===== config.mk =====
export PLATFORM = sky130hd
export DESIGN_NAME = hs_ctrl
export DESIGN_NICKNAME = d
export VERILOG_FILES = /design/src/hs_pkg.sv /design/src/hs_ctrl.sv
export SDC_FILE = /design/constraint.sdc
export NUM_CORES = 1
export LEC_CHECK = 0
export BUFFER_PORTS_ARGS = -buffer_cell sky130_fd_sc_hd__buf_2
export CAP_MARGIN = 20
export CORE_MARGIN = 2
export CORE_UTILIZATION = 46
export DETAILED_ROUTE_END_ITERATION = 10
export HOLD_SLACK_MARGIN = 0.06
export PLACE_DENSITY = 0.78
export SETUP_SLACK_MARGIN = 0.3
export SYNTH_ARGS = -nofsm -noshare
export SYNTH_HDL_FRONTEND = slang
export SYNTH_SLANG_ARGS = --single-unit

===== constraint.sdc =====
create_clock -name i_clk -period 1.8 [get_ports i_clk]
set_input_delay 0.18 -clock i_clk [delete_from_list [all_inputs] [get_ports i_clk]]
set_output_delay 0.18 -clock i_clk [all_outputs]
set_load 0.005 [all_outputs]

===== src/hs_pkg.sv =====
// Shared types, constants and round functions for the HMAC-SHA256 engine.
// Used by hs_ctrl, hs_datapath and hmac_sha256_engine_core.
package hs_pkg;

    localparam logic [3:0]  CFG_LAST  = 4'd7;
    localparam logic [7:0]  IPAD      = 8'h36;
    localparam logic [7:0]  OPAD      = 8'h5c;
    localparam logic [7:0]  PAD_MARK  = 8'h80;
    localparam logic [63:0] KEY_BITS  = 64'd512;
    localparam logic [31:0] OUTER_LEN = 32'd768;

    localparam logic [31:0] IV [0:7] = '{
        32'h6a09e667, 32'hbb67ae85, 32'h3c6ef372, 32'ha54ff53a,
        32'h510e527f, 32'h9b05688c, 32'h1f83d9ab, 32'h5be0cd19
    };

    localparam logic [31:0] ROUND_K [0:63] = '{
        32'h428a2f98, 32'h71374491, 32'hb5c0fbcf, 32'he9b5dba5,
        32'h3956c25b, 32'h59f111f1, 32'h923f82a4, 32'hab1c5ed5,
        32'hd807aa98, 32'h12835b01, 32'h243185be, 32'h550c7dc3,
        32'h72be5d74, 32'h80deb1fe, 32'h9bdc06a7, 32'hc19bf174,
        32'he49b69c1, 32'hefbe4786, 32'h0fc19dc6, 32'h240ca1cc,
        32'h2de92c6f, 32'h4a7484aa, 32'h5cb0a9dc, 32'h76f988da,
        32'h983e5152, 32'ha831c66d, 32'hb00327c8, 32'hbf597fc7,
        32'hc6e00bf3, 32'hd5a79147, 32'h06ca6351, 32'h14292967,
        32'h27b70a85, 32'h2e1b2138, 32'h4d2c6dfc, 32'h53380d13,
        32'h650a7354, 32'h766a0abb, 32'h81c2c92e, 32'h92722c85,
        32'ha2bfe8a1, 32'ha81a664b, 32'hc24b8b70, 32'hc76c51a3,
        32'hd192e819, 32'hd6990624, 32'hf40e3585, 32'h106aa070,
        32'h19a4c116, 32'h1e376c08, 32'h2748774c, 32'h34b0bcb5,
        32'h391c0cb3, 32'h4ed8aa4a, 32'h5b9cca4f, 32'h682e6ff3,
        32'h748f82ee, 32'h78a5636f, 32'h84c87814, 32'h8cc70208,
        32'h90befffa, 32'ha4506ceb, 32'hbef9a3f7, 32'hc67178f2
    };

    typedef struct packed {
        logic       start;
        logic       ld_key;
        logic       opad;
        logic       ld_pad;
        logic       ld_zero;
        logic       ld_len;
        logic       ld_dig;
        logic       save;
        logic       init;
        logic       key_done;
        logic       wr_byte;
        logic [7:0] byte_data;
        logic [1:0] out_idx;
    } t_cmd;

    typedef struct packed {
        logic done;
        logic busy;
        logic full;
        logic pad_hi;
    } t_sts;

    function automatic logic [31:0] rotr(input logic [31:0] x, input int n);
        rotr = (x >> n) | (x << (32 - n));
    endfunction

    function automatic logic [31:0] big_s0(input logic [31:0] x);
        big_s0 = rotr(x, 2) ^ rotr(x, 13) ^ rotr(x, 22);
    endfunction

    function automatic logic [31:0] big_s1(input logic [31:0] x);
        big_s1 = rotr(x, 6) ^ rotr(x, 11) ^ rotr(x, 25);
    endfunction

    function automatic logic [31:0] sm_s0(input logic [31:0] x);
        sm_s0 = rotr(x, 7) ^ rotr(x, 18) ^ (x >> 3);
    endfunction

    function automatic logic [31:0] sm_s1(input logic [31:0] x);
        sm_s1 = rotr(x, 17) ^ rotr(x, 19) ^ (x >> 10);
    endfunction

endpackage


===== src/hs_ctrl.sv =====
// Controller for the HMAC-SHA256 engine: item handshake, block sequencing, output.
// Depends on hs_pkg; commands hs_datapath.
module hs_ctrl (
    input  logic            i_clk,
    input  logic            i_rst_n,
    input  logic            i_valid,
    output logic            o_ready,
    input  logic [7:0]      i_data_byte,
    input  logic            i_byte_valid,
    input  logic            i_last,
    output logic            o_valid,
    input  logic            i_ready,
    output logic [1:0]      o_word_index,
    output logic            o_final_word,
    output hs_pkg::t_cmd    o_cmd,
    input  hs_pkg::t_sts    i_sts
);

    localparam logic [3:0] S_IDLE  = 4'd0;
    localparam logic [3:0] S_KRUN  = 4'd1;
    localparam logic [3:0] S_BYTE  = 4'd2;
    localparam logic [3:0] S_MRUN  = 4'd3;
    localparam logic [3:0] S_PAD   = 4'd4;
    localparam logic [3:0] S_P1RUN = 4'd5;
    localparam logic [3:0] S_ZL    = 4'd6;
    localparam logic [3:0] S_IRUN  = 4'd7;
    localparam logic [3:0] S_SAVE  = 4'd8;
    localparam logic [3:0] S_OKEY  = 4'd9;
    localparam logic [3:0] S_ORUN  = 4'd10;
    localparam logic [3:0] S_ODIG  = 4'd11;
    localparam logic [3:0] S_DRUN  = 4'd12;
    localparam logic [3:0] S_OUT   = 4'd13;

    logic [3:0] r_state;
    logic [3:0] n_state;
    logic       r_loaded;
    logic       n_loaded;
    logic [1:0] r_oidx;
    logic [1:0] n_oidx;
    logic [7:0] r_byte;
    logic       r_bv;
    logic       r_last;
    logic       accept;

    assign o_ready      = (r_state == S_IDLE);
    assign accept       = i_valid && o_ready;
    assign o_valid      = (r_state == S_OUT);
    assign o_word_index = r_oidx;
    assign o_final_word = (r_oidx == 2'd3);

    always_comb begin
        n_state = r_state;
        n_loaded = r_loaded;
        n_oidx = r_oidx;
        o_cmd = '0;
        o_cmd.byte_data = r_byte;
        o_cmd.out_idx = r_oidx;
        case (r_state)
            S_IDLE: begin
                if (accept) begin
                    if (!r_loaded) begin
                        o_cmd.ld_key = 1'b1;
                        o_cmd.start = 1'b1;
                        n_state = S_KRUN;
                    end else begin
                        n_state = S_BYTE;
                    end
                end
            end
            S_KRUN: begin
                if (i_sts.done) begin
                    o_cmd.key_done = 1'b1;
                    n_loaded = 1'b1;
                    n_state = S_BYTE;
                end
            end
            S_BYTE: begin
                o_cmd.wr_byte = r_bv;
                if (r_bv && i_sts.full) begin
                    o_cmd.start = 1'b1;
                    n_state = S_MRUN;
                end else begin
                    n_state = r_last ? S_PAD : S_IDLE;
                end
            end
            S_MRUN: begin
                if (i_sts.done) begin
                    n_state = r_last ? S_PAD : S_IDLE;
                end
            end
            S_PAD: begin
                o_cmd.ld_pad = 1'b1;
                o_cmd.start = 1'b1;
                if (i_sts.pad_hi) begin
                    n_state = S_P1RUN;
                end else begin
                    o_cmd.ld_len = 1'b1;
                    n_state = S_IRUN;
                end
            end
            S_P1RUN: begin
                if (i_sts.done) begin
                    n_state = S_ZL;
                end
            end
            S_ZL: begin
                o_cmd.ld_zero = 1'b1;
                o_cmd.ld_len = 1'b1;
                o_cmd.start = 1'b1;
                n_state = S_IRUN;
            end
            S_IRUN: begin
                if (i_sts.done) begin
                    n_state = S_SAVE;
                end
            end
            S_SAVE: begin
                o_cmd.save = 1'b1;
                o_cmd.init = 1'b1;
                n_state = S_OKEY;
            end
            S_OKEY: begin
                o_cmd.ld_key = 1'b1;
                o_cmd.opad = 1'b1;
                o_cmd.start = 1'b1;
                n_state = S_ORUN;
            end
            S_ORUN: begin
                if (i_sts.done) begin
                    n_state = S_ODIG;
                end
            end
            S_ODIG: begin
                o_cmd.ld_dig = 1'b1;
                o_cmd.start = 1'b1;
                n_state = S_DRUN;
            end
            S_DRUN: begin
                if (i_sts.done) begin
                    n_oidx = 2'd0;
                    n_state = S_OUT;
                end
            end
            S_OUT: begin
                if (i_ready) begin
                    n_oidx = r_oidx + 2'd1;
                    if (r_oidx == 2'd3) begin
                        o_cmd.init = 1'b1;
                        n_loaded = 1'b0;
                        n_state = S_IDLE;
                    end
                end
            end
            default: begin
                n_state = S_IDLE;
            end
        endcase
    end

    always_ff @(posedge i_clk) begin
        if (!i_rst_n) begin
            r_state  <= S_IDLE;
            r_loaded <= 1'b0;
            r_oidx   <= 2'd0;
        end else begin
            r_state  <= n_state;
            r_loaded <= n_loaded;
            r_oidx   <= n_oidx;
        end
    end

    always_ff @(posedge i_clk) begin
        if (accept) begin
            r_byte <= i_data_byte;
            r_bv   <= i_byte_valid;
            r_last <= i_last;
        end
    end

`ifndef SYNTHESIS
    a_start_idle: assert property (@(posedge i_clk) disable iff (!i_rst_n)
        o_cmd.start |-> !i_sts.busy)
        else $error("compression started while busy");
    a_done_idle: assert property (@(posedge i_clk) disable iff (!i_rst_n)
        o_ready |-> !i_sts.busy)
        else $error("item taken while datapath busy");
    a_last_word: assert property (@(posedge i_clk) disable iff (!i_rst_n)
        (o_valid && i_ready && o_final_word) |=> (o_ready && !o_valid))
        else $error("block not idle after last digest word");
`endif

endmodule


# --- After elaboration in Yosys (flattened, before gate mapping) ---
# Index checks and enable logic that the tools add are counted.
op_classes:
  n_reduce_logical: 9
  n_eq_ne: 23
  muxes: 39
  add_sub_neg: 1
op_table:
  columns: ["op", "n"]
  rows:
  - ["$pmux W4 S14", 1]
  - ["$mux W4", 9]
  - ["$eq A4 B4 Y1 const B", 6]
  - ["$eq A4 B3 Y1 const B", 4]
  - ["$mux W1", 15]
  - ["$mux W2", 6]
  - ["$ne A2 B2 Y1 const B", 6]
  - ["$reduce_and A9 Y1", 1]
  - ["$eq A4 B2 Y1 const B", 2]
  - ["$pmux W1 S2", 4]
  - ["$mux W3", 2]
  - ["$ne A2 B1 Y1 const B", 3]
  - ["$eq A4 B1 Y1 const B", 1]
  - ["$logic_not A4 Y1", 1]
  - ["$pmux W2 S2", 1]
  - ["$reduce_and A4 Y1", 1]
  - ["$reduce_bool A2 Y1", 2]
  - ["$reduce_or A4 Y1", 1]
  - ["$pmux W1 S3", 1]
  - ["$reduce_and A3 Y1", 1]
  - ["$add A2 B1 Y2 const B", 1]
  - ["$eq A2 B2 Y1 const B", 1]
  - ["$logic_and A1 B1 Y1", 2]
word_totals:
  ff_bits: 17
  output_inout_bits: 26
  in_bits: 18
  wordCells: 78

# --- Logic depth before layout (Yosys ltp) ---
logic_depth:
  ltp_word: 4
  mapped_depth: 6
  mapped_depth_nobuf: 5

# --- Least setup slack after synthesis ---
# No wires, ideal clock.
synth_timing:
  path_kind: "register to register"
  start: "register r_state[3]"
  end: "register r_bv (enable)"
  path_stages_with_launch: 5
  path_buffers: 1
  period_less_slack_ns: 1.724
  path_slack_ns: 0.076
  setup_ns: 0.343
  t_required_ns: 1.457
  arrival_ns: 1.381
  path_cell_list: "dfxtp_1 > buf_6 > or4_4 > inv_1 > and2_1"
synth_via:
  elab_chain_len: 2
synth_rtl:
  columns: ["item", "line", "text"]
  rows:
  - ["start, declared", "hs_ctrl.sv:34", "logic [3:0] r_state;"]
  - ["start signal, assigned", "hs_ctrl.sv:166", "r_state <= n_state;"]
  - ["$logic_not A4 Y1", "hs_ctrl.sv:45", "assign o_ready = (r_state == S_IDLE);"]
  - ["named net o_ready", "hs_ctrl.sv:7", "output logic o_ready,"]
  - ["$logic_and A1 B1 Y1", "hs_ctrl.sv:46", "assign accept = i_valid && o_ready;"]
  - ["end signal, assigned", "hs_ctrl.sv:175", "r_bv <= i_byte_valid;"]
  - ["end, declared", "hs_ctrl.sv:41", "logic r_bv;"]
# The timed path passes the listed nets, and every way through them passes these cells.
# A chain may end at the register's enable or synchronous reset.

==> results.md <==
- Status: finished, violations left
- Failing checks: negative setup slack
- Vias after detailed routing: approximately 1.1k
- Sequential area share after synthesis: 0.4507
- TritonCTS Buffers: 3
- Nets@finish: 188
- Setup TNS: -0.2308 ns
- Placer Congestion: 0.7968
- Initial core utilization: 0.4931
- Max-Cap Viols: 0
- Clock slew at reported path FFs: 0.10 ns
- Xor/xnor share of the synthesized area: 0.008963
- Worst-case clock buffer depth: 2
- Setup CP Type: reg -> out
- Synth Area in Adders: 0.02305
- Multiplexer share of the synthesized area: 0.01152
- Post-synth EDFFs: 10
- Largest net degree at the start of global routing: 16
- Core region area: around 0.002 mm^2
- Total Power: about 2000 uW
- Largest family of logic cells by synthesized area: simple AND/OR/NAND/NOR gates
- Syn Nets: 116
- Leak: 0.0007617 uW
- # setup viols final: 2
- Number of synthesized register bits: 17
- Routed vias/inst: 5.672
- Most used flip-flop cell after synthesis: edfxtp_1
- Grt ovf: 0
- Initial antenna violation count: 0
- IO Pins: 44
- Setup WS pre-CTS: 0.1458 ns
- Port Buf Inserts: 42
- FMAX: 0.5099 GHz
- Skew final: 0.01279 ns
- Pwr/cell area: 1233 mW/mm^2
- WL final: 3554 um
- Die area: 0.002509 mm^2
- Global-route usage over all layers: 0.2396
- Synth Area in Compound Gates: 0.1933
- Worst vdd ir: roughly 810 uV
- CTS tree: done
- Commonest non-fill, non-tap cell in the layout: buf_2
- Post-layout util: 0.8327
- Setup ws final: -0.1610 ns
- Post-DRT Antenna Nets: 0
- Cells after synthesis: 97
- First-pass GRT wire length: 4485 um
- Rel. slew slack: 0.7757
- Cell row count: 16
- Worst-Skew Late Latency: 0.30 ns
- Most frequent cells in the layout: buf_2, buf_4, buf_6
- RSZ-0062 raised after global routing: yes
- Drt pass-1 iters: 4
- Ant diodes: 0
- H-tree depth: 1
- Final HPWL DP: ~1800 um
- Final Max Slew Viols: 0
- Critical path fanouts, max: 12
- Number of global-route vias before repair: 1018
- Endpoints failing hold: 0
- Crit. End Element: output port
- Sink Count: 17
- Crit path arrival time: about 1.8 ns
- Worst hold path type: in -> reg
- Final hold slack: 0.07398 ns
- Die width: ~50 um
- Avg Inst Size Synth: between 10 and 15 um^2
- Async SR Flop Fraction: 0
- Remaining DRCs: 0
- Worst Path Required: roughly 1.6 ns
- CP Launch Type: flip-flop
- Fraction of layout cells with a size suffix above 1: 0.5893
- Chip Height: 50.09 um
- Yosys cell types: 45
- Simple-gate share of the synthesized area: 0.2369
- Synthesized area: 977.2 um^2
- Synth-to-layout area growth: 68.89%
- Starting DRT DRC Count: 40
- Fin crit period: 1.961 ns
- WL/cell: 18.23 um
- Worst Max-Slew Pin Slew: 0.3318 ns
- Yosys warns: 0
- Period utilisation layout: 1.089
- CTS Root Cell: clkbuf_4
[layout make-up]
type	count	area, um^2
multi-input cells	67	564.3
repair buffers	76	556.8
flip-flops and latches	17	450.4
fillers	113	331.6
well taps	27	33.78
clock buffers	3	22.52
inverters	4	17.52
clock inverters	1	5.005
[path summary, 6_finish.rpt]
| path | from | endpoint | slack [ns] | cells past startpoint |
|---|---|---|---|---|
| max | r_state[2] | o_cmd[20] | -0.16 | 6 |
| min reg2reg | o_word_index[0] | o_word_index[0] | 0.52 | 2 |
| max reg2reg | r_state[0] | r_state[3] | 0.04 | 7 |
| min | i_data_byte[7] | r_byte[7] | 0.07 | 1 |
[critical path, cell delays in order, from the launching register on]
cell,delay [ns]
dfxtp_4,0.41
nand2b_1,0.25
nor4_1,0.35
buf_4,0.19
o31ai_1,0.07
o21ai_1,0.09
buf_2,0.13
[metrics by stage]
stage	cell area, um^2	cells
after floorplan	988.4	97
after global placement	1235	163
after detailed placement	1235	163
after CTS	1479	186
after global routing	1650	195
final	1650	195
[cells in the mapped netlist, types with 2 or more instances]
cell      instances  share of area
nor4b_1           2          0.018
a21oi_1           4          0.020
nor3_1            4          0.020
buf_2             2          0.010
clkbuf_1          4          0.015
nand2b_1          4          0.026
and3_1            3          0.019
o21ai_0           6          0.031
nor2_1            7          0.027
nand2_1           5          0.019
buf_4             3          0.023
inv_1             4          0.015
edfxtp_1         10           0.31
dfxtp_1           7           0.14
nand3_1           2          0.010
[per-layer routing]
metal  GRT usage  vias to the layer above  part of all wire  routed length (um)
li1            -                      500                 -                   -
met1      0.2821                      523              0.38                1335
met2      0.4254                       63              0.52                1849
met3     0.05758                       20             0.067                 239
met4     0.06944                        0             0.036                 129
met5           0                        -                 0                   0
[power breakdown]
group	switching, uW	internal, uW
Combinational	612	617
Clock	121	82.8
Sequential	67.8	533
[sequential cells by signal, indices dropped and copies added (netlist names)]
register / count
r_bv: 1
r_state: 4
r_byte: 8
r_last: 1
r_loaded: 1
o_word_index: 2
[kinds of logic after synthesis]
kind of cell,after synthesis
buffers and inverters,14
adders and majority gates,2
AOI/OAI and AO/OA,23
muxes,1
and+or+nand+nor,39
xor gates and xnor gates,1
DFF,17
[timing repair]
item / CTS / global route
pin swaps: 7 / 10
resized for setup: 17 / 23
gates cloned: 1 / 0
setup endpoints to repair: 25 / 29
buffers inserted: 10 / 8
hold endpoints to repair: 8 / 1
hold buffers: 8 / 1
Note: power is estimated with default switching activity, not from simulation.
