===== src/hs_pkg.sv =====
// Shared types, constants and round functions for the HMAC-SHA256 engine.
// Used by hs_ctrl, hs_datapath and hmac_sha256_engine_core.
package hs_pkg;

    localparam logic [3:0]  CFG_LAST  = 4'd7;
    localparam logic [7:0]  IPAD      = 8'h36;
    localparam logic [7:0]  OPAD      = 8'h5c;
    localparam logic [7:0]  PAD_MARK  = 8'h80;
    localparam logic [63:0] KEY_BITS  = 64'd512;
    localparam logic [31:0] OUTER_LEN = 32'd768;

    localparam logic [31:0] IV [0:7] = '{
        32'h6a09e667, 32'hbb67ae85, 32'h3c6ef372, 32'ha54ff53a,
        32'h510e527f, 32'h9b05688c, 32'h1f83d9ab, 32'h5be0cd19
    };

    localparam logic [31:0] ROUND_K [0:63] = '{
        32'h428a2f98, 32'h71374491, 32'hb5c0fbcf, 32'he9b5dba5,
        32'h3956c25b, 32'h59f111f1, 32'h923f82a4, 32'hab1c5ed5,
        32'hd807aa98, 32'h12835b01, 32'h243185be, 32'h550c7dc3,
        32'h72be5d74, 32'h80deb1fe, 32'h9bdc06a7, 32'hc19bf174,
        32'he49b69c1, 32'hefbe4786, 32'h0fc19dc6, 32'h240ca1cc,
        32'h2de92c6f, 32'h4a7484aa, 32'h5cb0a9dc, 32'h76f988da,
        32'h983e5152, 32'ha831c66d, 32'hb00327c8, 32'hbf597fc7,
        32'hc6e00bf3, 32'hd5a79147, 32'h06ca6351, 32'h14292967,
        32'h27b70a85, 32'h2e1b2138, 32'h4d2c6dfc, 32'h53380d13,
        32'h650a7354, 32'h766a0abb, 32'h81c2c92e, 32'h92722c85,
        32'ha2bfe8a1, 32'ha81a664b, 32'hc24b8b70, 32'hc76c51a3,
        32'hd192e819, 32'hd6990624, 32'hf40e3585, 32'h106aa070,
        32'h19a4c116, 32'h1e376c08, 32'h2748774c, 32'h34b0bcb5,
        32'h391c0cb3, 32'h4ed8aa4a, 32'h5b9cca4f, 32'h682e6ff3,
        32'h748f82ee, 32'h78a5636f, 32'h84c87814, 32'h8cc70208,
        32'h90befffa, 32'ha4506ceb, 32'hbef9a3f7, 32'hc67178f2
    };

    typedef struct packed {
        logic       start;
        logic       ld_key;
        logic       opad;
        logic       ld_pad;
        logic       ld_zero;
        logic       ld_len;
        logic       ld_dig;
        logic       save;
        logic       init;
        logic       key_done;
        logic       wr_byte;
        logic [7:0] byte_data;
        logic [1:0] out_idx;
    } t_cmd;

    typedef struct packed {
        logic done;
        logic busy;
        logic full;
        logic pad_hi;
    } t_sts;

    function automatic logic [31:0] rotr(input logic [31:0] x, input int n);
        rotr = (x >> n) | (x << (32 - n));
    endfunction

    function automatic logic [31:0] big_s0(input logic [31:0] x);
        big_s0 = rotr(x, 2) ^ rotr(x, 13) ^ rotr(x, 22);
    endfunction

    function automatic logic [31:0] big_s1(input logic [31:0] x);
        big_s1 = rotr(x, 6) ^ rotr(x, 11) ^ rotr(x, 25);
    endfunction

    function automatic logic [31:0] sm_s0(input logic [31:0] x);
        sm_s0 = rotr(x, 7) ^ rotr(x, 18) ^ (x >> 3);
    endfunction

    function automatic logic [31:0] sm_s1(input logic [31:0] x);
        sm_s1 = rotr(x, 17) ^ rotr(x, 19) ^ (x >> 10);
    endfunction

endpackage


===== src/hs_datapath.sv =====
// SHA-256 datapath: key registers, block window, round unit, chain value.
// Depends on hs_pkg; driven by hs_ctrl through hs_pkg::t_cmd.
module hs_datapath (
    input  logic            i_clk,
    input  logic            i_rst_n,
    input  hs_pkg::t_cmd    i_cmd,
    output hs_pkg::t_sts    o_sts,
    input  logic            i_cfg_we,
    input  logic [3:0]      i_cfg_index,
    input  logic [63:0]     i_cfg_wdata,
    output logic [63:0]     o_digest_word
);

    logic [63:0] r_key   [0:7];
    logic [31:0] r_chain [0:7];
    logic [31:0] r_inner [0:7];
    logic [31:0] r_w     [0:15];
    logic [31:0] n_w     [0:15];
    logic [31:0] r_v     [0:7];
    logic [31:0] n_v     [0:7];
    logic [5:0]  r_rnd;
    logic        r_run;
    logic        r_fin;
    logic [5:0]  r_cnt;
    logic [63:0] r_total;
    logic [31:0] t1;
    logic [31:0] t2;
    logic [31:0] w_new;
    logic [7:0]  pad_byte;
    logic [4:0]  bsh;

    assign pad_byte = i_cmd.opad ? hs_pkg::OPAD : hs_pkg::IPAD;
    assign bsh      = {~r_cnt[1:0], 3'b000};

    always_comb begin
        t1 = r_v[7] + hs_pkg::big_s1(r_v[4]) + ((r_v[4] & r_v[5]) ^ (~r_v[4] & r_v[6]))
             + hs_pkg::ROUND_K[r_rnd] + r_w[0];
        t2 = hs_pkg::big_s0(r_v[0])
             + ((r_v[0] & r_v[1]) ^ (r_v[0] & r_v[2]) ^ (r_v[1] & r_v[2]));
        n_v[0] = t1 + t2;
        n_v[1] = r_v[0];
        n_v[2] = r_v[1];
        n_v[3] = r_v[2];
        n_v[4] = r_v[3] + t1;
        n_v[5] = r_v[4];
        n_v[6] = r_v[5];
        n_v[7] = r_v[6];
        w_new = hs_pkg::sm_s1(r_w[14]) + r_w[9] + hs_pkg::sm_s0(r_w[1]) + r_w[0];
    end

    always_comb begin
        n_w = r_w;
        if (r_run) begin
            for (int i = 0; i < 15; i++) begin
                n_w[i] = r_w[i + 1];
            end
            n_w[15] = w_new;
        end
        if (i_cmd.ld_key) begin
            for (int i = 0; i < 16; i++) begin
                n_w[i] = (i % 2 == 1) ? r_key[i / 2][31:0] : r_key[i / 2][63:32];
                n_w[i] = n_w[i] ^ {4{pad_byte}};
            end
        end
        if (i_cmd.ld_pad) begin
            for (int j = 0; j < 64; j++) begin
                if (6'(j) == r_cnt) begin
                    n_w[j / 4][(3 - (j % 4)) * 8 +: 8] = hs_pkg::PAD_MARK;
                end else if (6'(j) > r_cnt) begin
                    n_w[j / 4][(3 - (j % 4)) * 8 +: 8] = 8'h00;
                end
            end
        end
        if (i_cmd.ld_zero) begin
            for (int i = 0; i < 16; i++) begin
                n_w[i] = 32'h0;
            end
        end
        if (i_cmd.ld_len) begin
            n_w[14] = r_total[63:32];
            n_w[15] = r_total[31:0];
        end
        if (i_cmd.ld_dig) begin
            for (int i = 0; i < 8; i++) begin
                n_w[i] = r_inner[i];
            end
            n_w[8] = {hs_pkg::PAD_MARK, 24'h0};
            for (int i = 9; i < 15; i++) begin
                n_w[i] = 32'h0;
            end
            n_w[15] = hs_pkg::OUTER_LEN;
        end
        if (i_cmd.wr_byte) begin
            n_w[r_cnt[5:2]][bsh +: 8] = i_cmd.byte_data;
        end
    end

    always_ff @(posedge i_clk) begin
        r_w <= n_w;
        if (i_cmd.start) begin
            r_v <= r_chain;
        end else if (r_run) begin
            r_v <= n_v;
        end
        if (i_cmd.save) begin
            r_inner <= r_chain;
        end
    end

    always_ff @(posedge i_clk) begin
        if (!i_rst_n) begin
            for (int i = 0; i < 8; i++) begin
                r_key[i]   <= 64'h0;
                r_chain[i] <= hs_pkg::IV[i];
            end
            r_rnd   <= 6'd0;
            r_run   <= 1'b0;
            r_fin   <= 1'b0;
            r_cnt   <= 6'd0;
            r_total <= 64'd0;
        end else begin
            if (i_cfg_we && i_cfg_index <= hs_pkg::CFG_LAST) begin
                r_key[i_cfg_index[2:0]] <= i_cfg_wdata;
            end
            r_fin <= 1'b0;
            if (i_cmd.start) begin
                r_run <= 1'b1;
                r_rnd <= 6'd0;
            end else if (r_run) begin
                r_rnd <= r_rnd + 6'd1;
                if (r_rnd == 6'd63) begin
                    r_run <= 1'b0;
                    r_fin <= 1'b1;
                end
            end
            if (r_fin) begin
                for (int i = 0; i < 8; i++) begin
                    r_chain[i] <= r_chain[i] + r_v[i];
                end
            end
            if (i_cmd.init) begin
                for (int i = 0; i < 8; i++) begin
                    r_chain[i] <= hs_pkg::IV[i];
                end
            end
            if (i_cmd.key_done) begin
                r_cnt   <= 6'd0;
                r_total <= hs_pkg::KEY_BITS;
            end else if (i_cmd.wr_byte) begin
                r_cnt   <= r_cnt + 6'd1;
                r_total <= r_total + 64'd8;
            end
        end
    end

    assign o_sts.done   = r_fin;
    assign o_sts.busy   = r_run | r_fin;
    assign o_sts.full   = (r_cnt == 6'd63);
    assign o_sts.pad_hi = (r_cnt[5:3] == 3'b111);

    assign o_digest_word = {r_chain[{i_cmd.out_idx, 1'b0}], r_chain[{i_cmd.out_idx, 1'b1}]};

endmodule


===== config.mk =====
export PLATFORM = sky130hd
export DESIGN_NAME = hs_datapath
export DESIGN_NICKNAME = d
export VERILOG_FILES = /design/src/hs_pkg.sv /design/src/hs_datapath.sv
export SDC_FILE = /design/constraint.sdc
export NUM_CORES = 2
export LEC_CHECK = 0
export BUFFER_PORTS_ARGS = -buffer_cell sky130_fd_sc_hd__buf_2
export CAP_MARGIN = 15
export CELL_PAD_IN_SITES_DETAIL_PLACEMENT = 0
export CELL_PAD_IN_SITES_GLOBAL_PLACEMENT = 1
export CORE_UTILIZATION = 30
export CTS_CLUSTER_DIAMETER = 150
export DETAILED_ROUTE_END_ITERATION = 10
export GPL_ROUTABILITY_DRIVEN = 1
export PLACE_DENSITY_LB_ADDON = 0.1
export SYNTH_ARGS = -nofsm -noshare
export SYNTH_HDL_FRONTEND = slang
export SYNTH_SLANG_ARGS = --single-unit

===== constraint.sdc =====
create_clock -name i_clk -period 8 [get_ports i_clk]
set_input_delay 2 -clock i_clk [delete_from_list [all_inputs] [get_ports i_clk]]
set_output_delay 2 -clock i_clk [all_outputs]
set_load 0.01 [all_outputs]

=== Yosys cells after proc, flatten, opt, wreduce, memory -nomap -nowiden ===
Memory sizes are Yosys's and may differ from the RTL's.
Cells that the tools add are included.

* Add/sub/neg operators: 22
* Order comparisons: 70
* Eq/ne operators: 66
* Shift operators: 2
* Multiplexer cells: 162
* Bitwise operators: 51
* Reduce and logical (&&, ||, !) cells: 10

{| class="wikitable"
|+ Operators by type and width
! cell !! count
|-
| $mux 512 || 6
|-
| $mux 8 || 128
|-
| $add 32x32->32 || 18
|-
| $bwmux 512 || 1
|-
| $mux 256 || 2
|-
| $xor 32x31->32 || 16
|-
| $xor 32x32->32 || 9
|-
| $mux 32 || 7
|-
| $bmux 32 s3 || 2
|-
| $eq 6x6->1 const A || 32
|-
| $gt 6x6->1 const A || 32
|-
| $and 32x32->32 || 5
|-
| $demux 32 s4 || 1
|-
| $mux 64 || 2
|-
| $eq 5x6->1 const A || 16
|-
| $gt 5x6->1 const A || 16
|-
| $add 64x4->64 const B || 1
|-
| $reduce_or 64->1 || 1
|-
| $eq 4x6->1 const A || 8
|-
| $gt 4x6->1 const A || 8
|-
| $not 32->32 || 1
|-
| $or 10x32->32 || 1
|-
| $or 13x32->32 || 1
|-
| $or 14x32->32 || 1
|-
| other kinds (41) || 68
|}

* Flip-flop bits (word level): 1358
* RAM bits: 512
* Bits in read-only memories: 2048
* Bits of input ports: 92
* Word-level logic and storage cells: 431
* Memories: 2

{| class="wikitable"
|+ Memories
! name !! words !! width !! read ports !! clocked after Yosys merged registers in !! wr ports !! line !! text
|-
| (name not given) || 64 || 32 || 1 || 0 || 0 || hs_datapath.sv:37 || <nowiki>+ hs_pkg::ROUND_K[r_rnd] + r_w[0];</nowiki>
|-
| r_key || 8 || 64 || 8 || 0 || 8 || hs_datapath.sv:14 || <nowiki>logic [63:0] r_key [0:7];</nowiki>
|}

=== Longest topological paths before layout ===
* Depth after elaboration: 16
* Gate-level depth with buffers: 38
* Depth with buffers taken out: 35

=== Least setup slack after synthesis ===
No wires, ideal clock.

* Path kind: register to register
* Start: register r_rnd[2]
* End: register r_v (netlist bit n_v[220]), data pin
* Arrival time: 7.496 ns
* Required time: 7.734 ns
* Slack: 0.238 ns
* Cell stages (with the launch flop): 37
* Cells stage by stage: dfxtp_1 clkbuf_1 clkinv_1 clkbuf_1 ha_1 clkbuf_1 mux2_2 a211oi_1 a211oi_1 a211oi_1 fa_1 inv_1 ha_1 inv_1 fa_1 nand2b_1 a21oi_2 o41ai_2 o31a_2 o2bb2ai_2 nor2b_1 o21ai_0 nand2_1 xor2_1 inv_1 fa_1 inv_1 ha_1 and4_1 a221o_1 a21o_1 a21oi_1 o32ai_1 o21a_1 o41ai_1 xor2_1 o21ai_1

* Cells in the longest elaborated chain, start to end: 9

{| class="wikitable"
|+ Ends and longest elaborated chain
! what !! line !! text
|-
| start: declaration || hs_datapath.sv:21 || <nowiki>logic [5:0] r_rnd;</nowiki>
|-
| start signal: assignment || hs_datapath.sv:130 || <nowiki>r_rnd <= r_rnd + 6'd1;</nowiki>
|-
| $not 6->7 (implied by the code) || hs_datapath.sv:37 ||
|-
| $mem_v2 64x32 || -- ||
|-
| $mux 32 (implied by the code) (2 in a row) || hs_datapath.sv:37 ||
|-
| $add 32x32->32 (2 in a row) || hs_datapath.sv:37 ||
|-
| $add 32x32->32 || hs_datapath.sv:40 || <nowiki>n_v[0] = t1 + t2;</nowiki>
|-
| $mux 256 || hs_datapath.sv:102 || <nowiki>end else if (r_run) begin</nowiki>
|-
| $mux 256 || hs_datapath.sv:100 || <nowiki>if (i_cmd.start) begin</nowiki>
|-
| end signal: assignment || hs_datapath.sv:101 || <nowiki>r_v <= r_chain;</nowiki>
|-
| end signal: assignment || hs_datapath.sv:103 || <nowiki>r_v <= n_v;</nowiki>
|-
| end: declaration || hs_datapath.sv:19 || <nowiki>logic [31:0] r_v [0:7];</nowiki>
|}

Every way passes these cells. The select of a mux whose other input is x is not followed.
A chain may end at the register's enable or synchronous reset.

=== Final worst setup path ===
* Start: register r_v (netlist bit n_v[76])
* End: register r_v (netlist bit n_v[215]), data pin

* Cells in the longest elaborated chain, start to end: 10
* Elaborated cells on any way between the ends: 16
* Those cells by class: add/sub: 5; mux: 2; bitwise: 9

{| class="wikitable"
|+ Ends and longest elaborated chain
! what !! line !! text
|-
| $or 21x32->32 / $or 26x32->32 (equally long branches) || hs_pkg.sv:60 || <nowiki>rotr = (x >> n) | (x << (32 - n));</nowiki>
|-
| $xor 32x32->32 (2 in a row) || hs_pkg.sv:68 || <nowiki>big_s1 = rotr(x, 6) ^ rotr(x, 11) ^ rotr(x, 25);</nowiki>
|-
| $add 32x32->32 || hs_datapath.sv:36 || <nowiki>t1 = r_v[7] + hs_pkg::big_s1(r_v[4]) + ((r_v[4] & r_v[5]) ^ (~r_v[4] & r_v[6]))</nowiki>
|-
| $add 32x32->32 * || hs_datapath.sv:36 ||
|-
| $add 32x32->32 * (2 in a row) || hs_datapath.sv:37 ||
|-
| $add 32x32->32 * || hs_datapath.sv:40 ||
|-
| $mux 256 * || hs_datapath.sv:102 ||
|-
| $mux 256 * || hs_datapath.sv:100 ||
|}

Mark *: on every way between the ends. The rest lies on a longest branch, timed or not. The select of a mux whose other input is x is not followed.

==> flow_metrics.env <==
export IMPL_viasPerCell=5.55
export IMPL_synth_area_leaders="edfxtp_1, dfxtp_1, ha_1"
export IMPL_outcome="complete, no violations"
export IMPL_synth_most_common_cell="edfxtp_1"
export IMPL_ant_nets=0
export IMPL_synthTopCellsByCount="edfxtp_1, a21oi_1, nand2_1, nor2_1, dfxtp_1"
export IMPL_synth_distinct_cells=110
export IMPL_path_max_fanout=4
export IMPL_setup_viol_count_final=0
export IMPL_rows=223
export IMPL_die_w_um=612
export IMPL_num_io_pins=160
export IMPL_vias=94900
export IMPL_max_cap_violations=0
export IMPL_netlist_area_sq_um=112000
export IMPL_dr_pass1_iters=8
export IMPL_cp_arrival_ps=8400
export IMPL_htreeDepth=4
export IMPL_avgSynthCellArea_sq_um=9.69
export IMPL_die_area_sq_um=375000
export IMPL_die_h_um=612
export IMPL_start_util=0.302
export IMPL_clock_root_buffer="clkbuf_16"
export IMPL_critical_path_class="reg -> reg"
export IMPL_holdWs_ps=496
export IMPL_cts_buffers=237
export IMPL_cts_sinks=1867
export IMPL_cts_tree="done"
export IMPL_layout_setup_ws_ps=304
export IMPL_pre_cts_slack_ps=-116
export IMPL_drive_gt1_frac=0.138
export IMPL_yosysTopAreaCellShare=0.275
export IMPL_fillCellCount=37600
export IMPL_maxSlewHeadroom=0.168
export IMPL_syn_nets=12200
export IMPL_grt_pass1_wl_um=783000
export IMPL_port_buffers=159
export IMPL_finalCritPeriodShare=0.962
export IMPL_area_growth_syn_to_layout_pct=16.2
export IMPL_hp_class="reg -> reg"
export IMPL_slew_viol_final=0
export IMPL_place_congestion=0.960
export IMPL_dp_hpwl_um=442000
export IMPL_slowest_delay_ps=580
export IMPL_yosysTopAreaCell="edfxtp_1"
export IMPL_insertion_delay_ps=980
export IMPL_cp_start_kind="register"
export IMPL_routedWlPerCell_um=34.1
export IMPL_fin_nets=12500
export IMPL_grt_usage=0.302
export IMPL_drt_total_wl_um=583000
export IMPL_core_area_sq_um=370000
export IMPL_drtIter0Drc=9930
export IMPL_synth_seq_cells=1867
export IMPL_grt_pass1_vias=89800
export IMPL_yosys_warnings=0
export IMPL_crit_slowest_cell="fa_1"
export IMPL_worst_slew_pin_transition_ps=1250
export IMPL_synthFlopType="edfxtp_1"
export IMPL_fmax_ghz=0.130
export IMPL_grt_overflow=0
export IMPL_clockBufferDepth=4
export IMPL_skew_ps=93.8
export IMPL_min_period_ps=7700
export IMPL_antenna_found_initial=130
export IMPL_synth_edf_count=1024
export IMPL_ys_seq_area_frac=0.426
export IMPL_cp_end_kind="register"
export IMPL_synthCells=11500
export IMPL_crit_required_ps=8700
export IMPL_async_flop_share=0
export IMPL_grt_max_degree=212
export IMPL_hold_violations=0
export IMPL_drc=0
export IMPL_clkTransAtPathRegs_ps=60
[registers in the layout, summed over array words and instances (netlist names)]
register	cells
r_key	512
r_w	512
r_chain	256
r_inner	256
n_v	192
r_v	64
r_total	61
r_cnt	6
r_rnd	6
r_fin	1
r_run	1
[final cells by class]
| class | instances | area (sq um) | area share |
|---|---|---|---|
| clock inverters | 121 | 1240 | 0.00956 |
| inverters | 492 | 1860 | 0.0143 |
| well taps | 4950 | 6190 | 0.0477 |
| diodes | 74 | 185 | 0.00143 |
| multi-input cells | 8448 | 60000 | 0.462 |
| clock buffers | 328 | 6670 | 0.0514 |
| flip-flops and latches | 1867 | 47600 | 0.367 |
| repair buffers | 809 | 6070 | 0.0468 |
[worst max-delay path, delay by kind of cell (launching register included)]
family                     cells  cell delay (ps)
AOI/OAI and AO/OA             11             2270
xor gates and xnor gates       4              680
adders and majority gates      7             2830
buffers and inverters          6              560
DFF                            1              440
muxes                          1              260
and+or+nand+nor                3              390
[stage by stage]
stage / TNS [ps] / util / cell area (sq um) / cells
5_1_grt: -9.05 / 0.351 / 130000 / 17100
4_1_cts: 0 / 0.350 / 129000 / 17000
2_1_floorplan: 0 / - / 112000 / 11500
3_5_place_dp: -431 / 0.329 / 121000 / 16600
6_report: 0 / 0.351 / 130000 / 17100
3_3_place_gp: -886 / 0.329 / 121000 / 16600
[worst paths after layout]
path                                   start  slack [ps]  depth (start not counted)           end
worst min-delay path            r_chain[244]         500                          2  r_chain[244]
worst max register to register       n_v[76]         300                         32      n_v[215]
worst max-delay path                 n_v[76]         300                         32      n_v[215]
worst min register to register  r_chain[244]         500                          2  r_chain[244]
[cells in the final DEF (no fill, tap or decap), types with 249 or more instances in the layout]
cell type / count
edfxtp_1: 1024
a21oi_1: 932
nand2_1: 912
nor2_1: 881
dfxtp_1: 836
o21ai_0: 743
buf_4: 621
and2_1: 567
xnor2_1: 487
inv_1: 486
mux2i_1: 469
ha_1: 397
xor2_1: 374
mux2_2: 276
a22oi_1: 249
[cells by family (layout without fill, tap and decap cells)]
family	count (synthesis)	in the layout	share of synthesized area
compound gates	3103	3103	0.170
xor+xnor	870	870	0.0684
fa+ha+maj	602	602	0.0806
buf+inv	1215	1750	0.0409
flops	1867	1867	0.426
mux	815	815	0.0840
other cells	0	74	0
simple gates	3058	3058	0.130
[layer usage]
| layer | share of wire | global-route usage | vias to the layer above |
|---|---|---|---|
| li1 | - | - | 42100 |
| met1 | 0.43 | 0.406 | 48200 |
| met2 | 0.45 | 0.480 | 3765 |
| met3 | 0.059 | 0.0373 | 828 |
| met4 | 0.056 | 0.146 | 18 |
| met5 | 0.00021 | 0 | - |
[repair_timing]
| action | CTS | global route |
|---|---|---|
| pin swaps | 0 | 11 |
| endpoints found under the hold margin | 0 | 0 |
| buffers inserted | 0 | 6 |
| resized for setup | 4 | 45 |
| setup endpoints to repair | 6 | 13 |
| hold buffers | 0 | 0 |
Power is left out: the tool's default activity adds up to more than one toggle a clock period on the data nets, which glitch-free logic cannot reach.
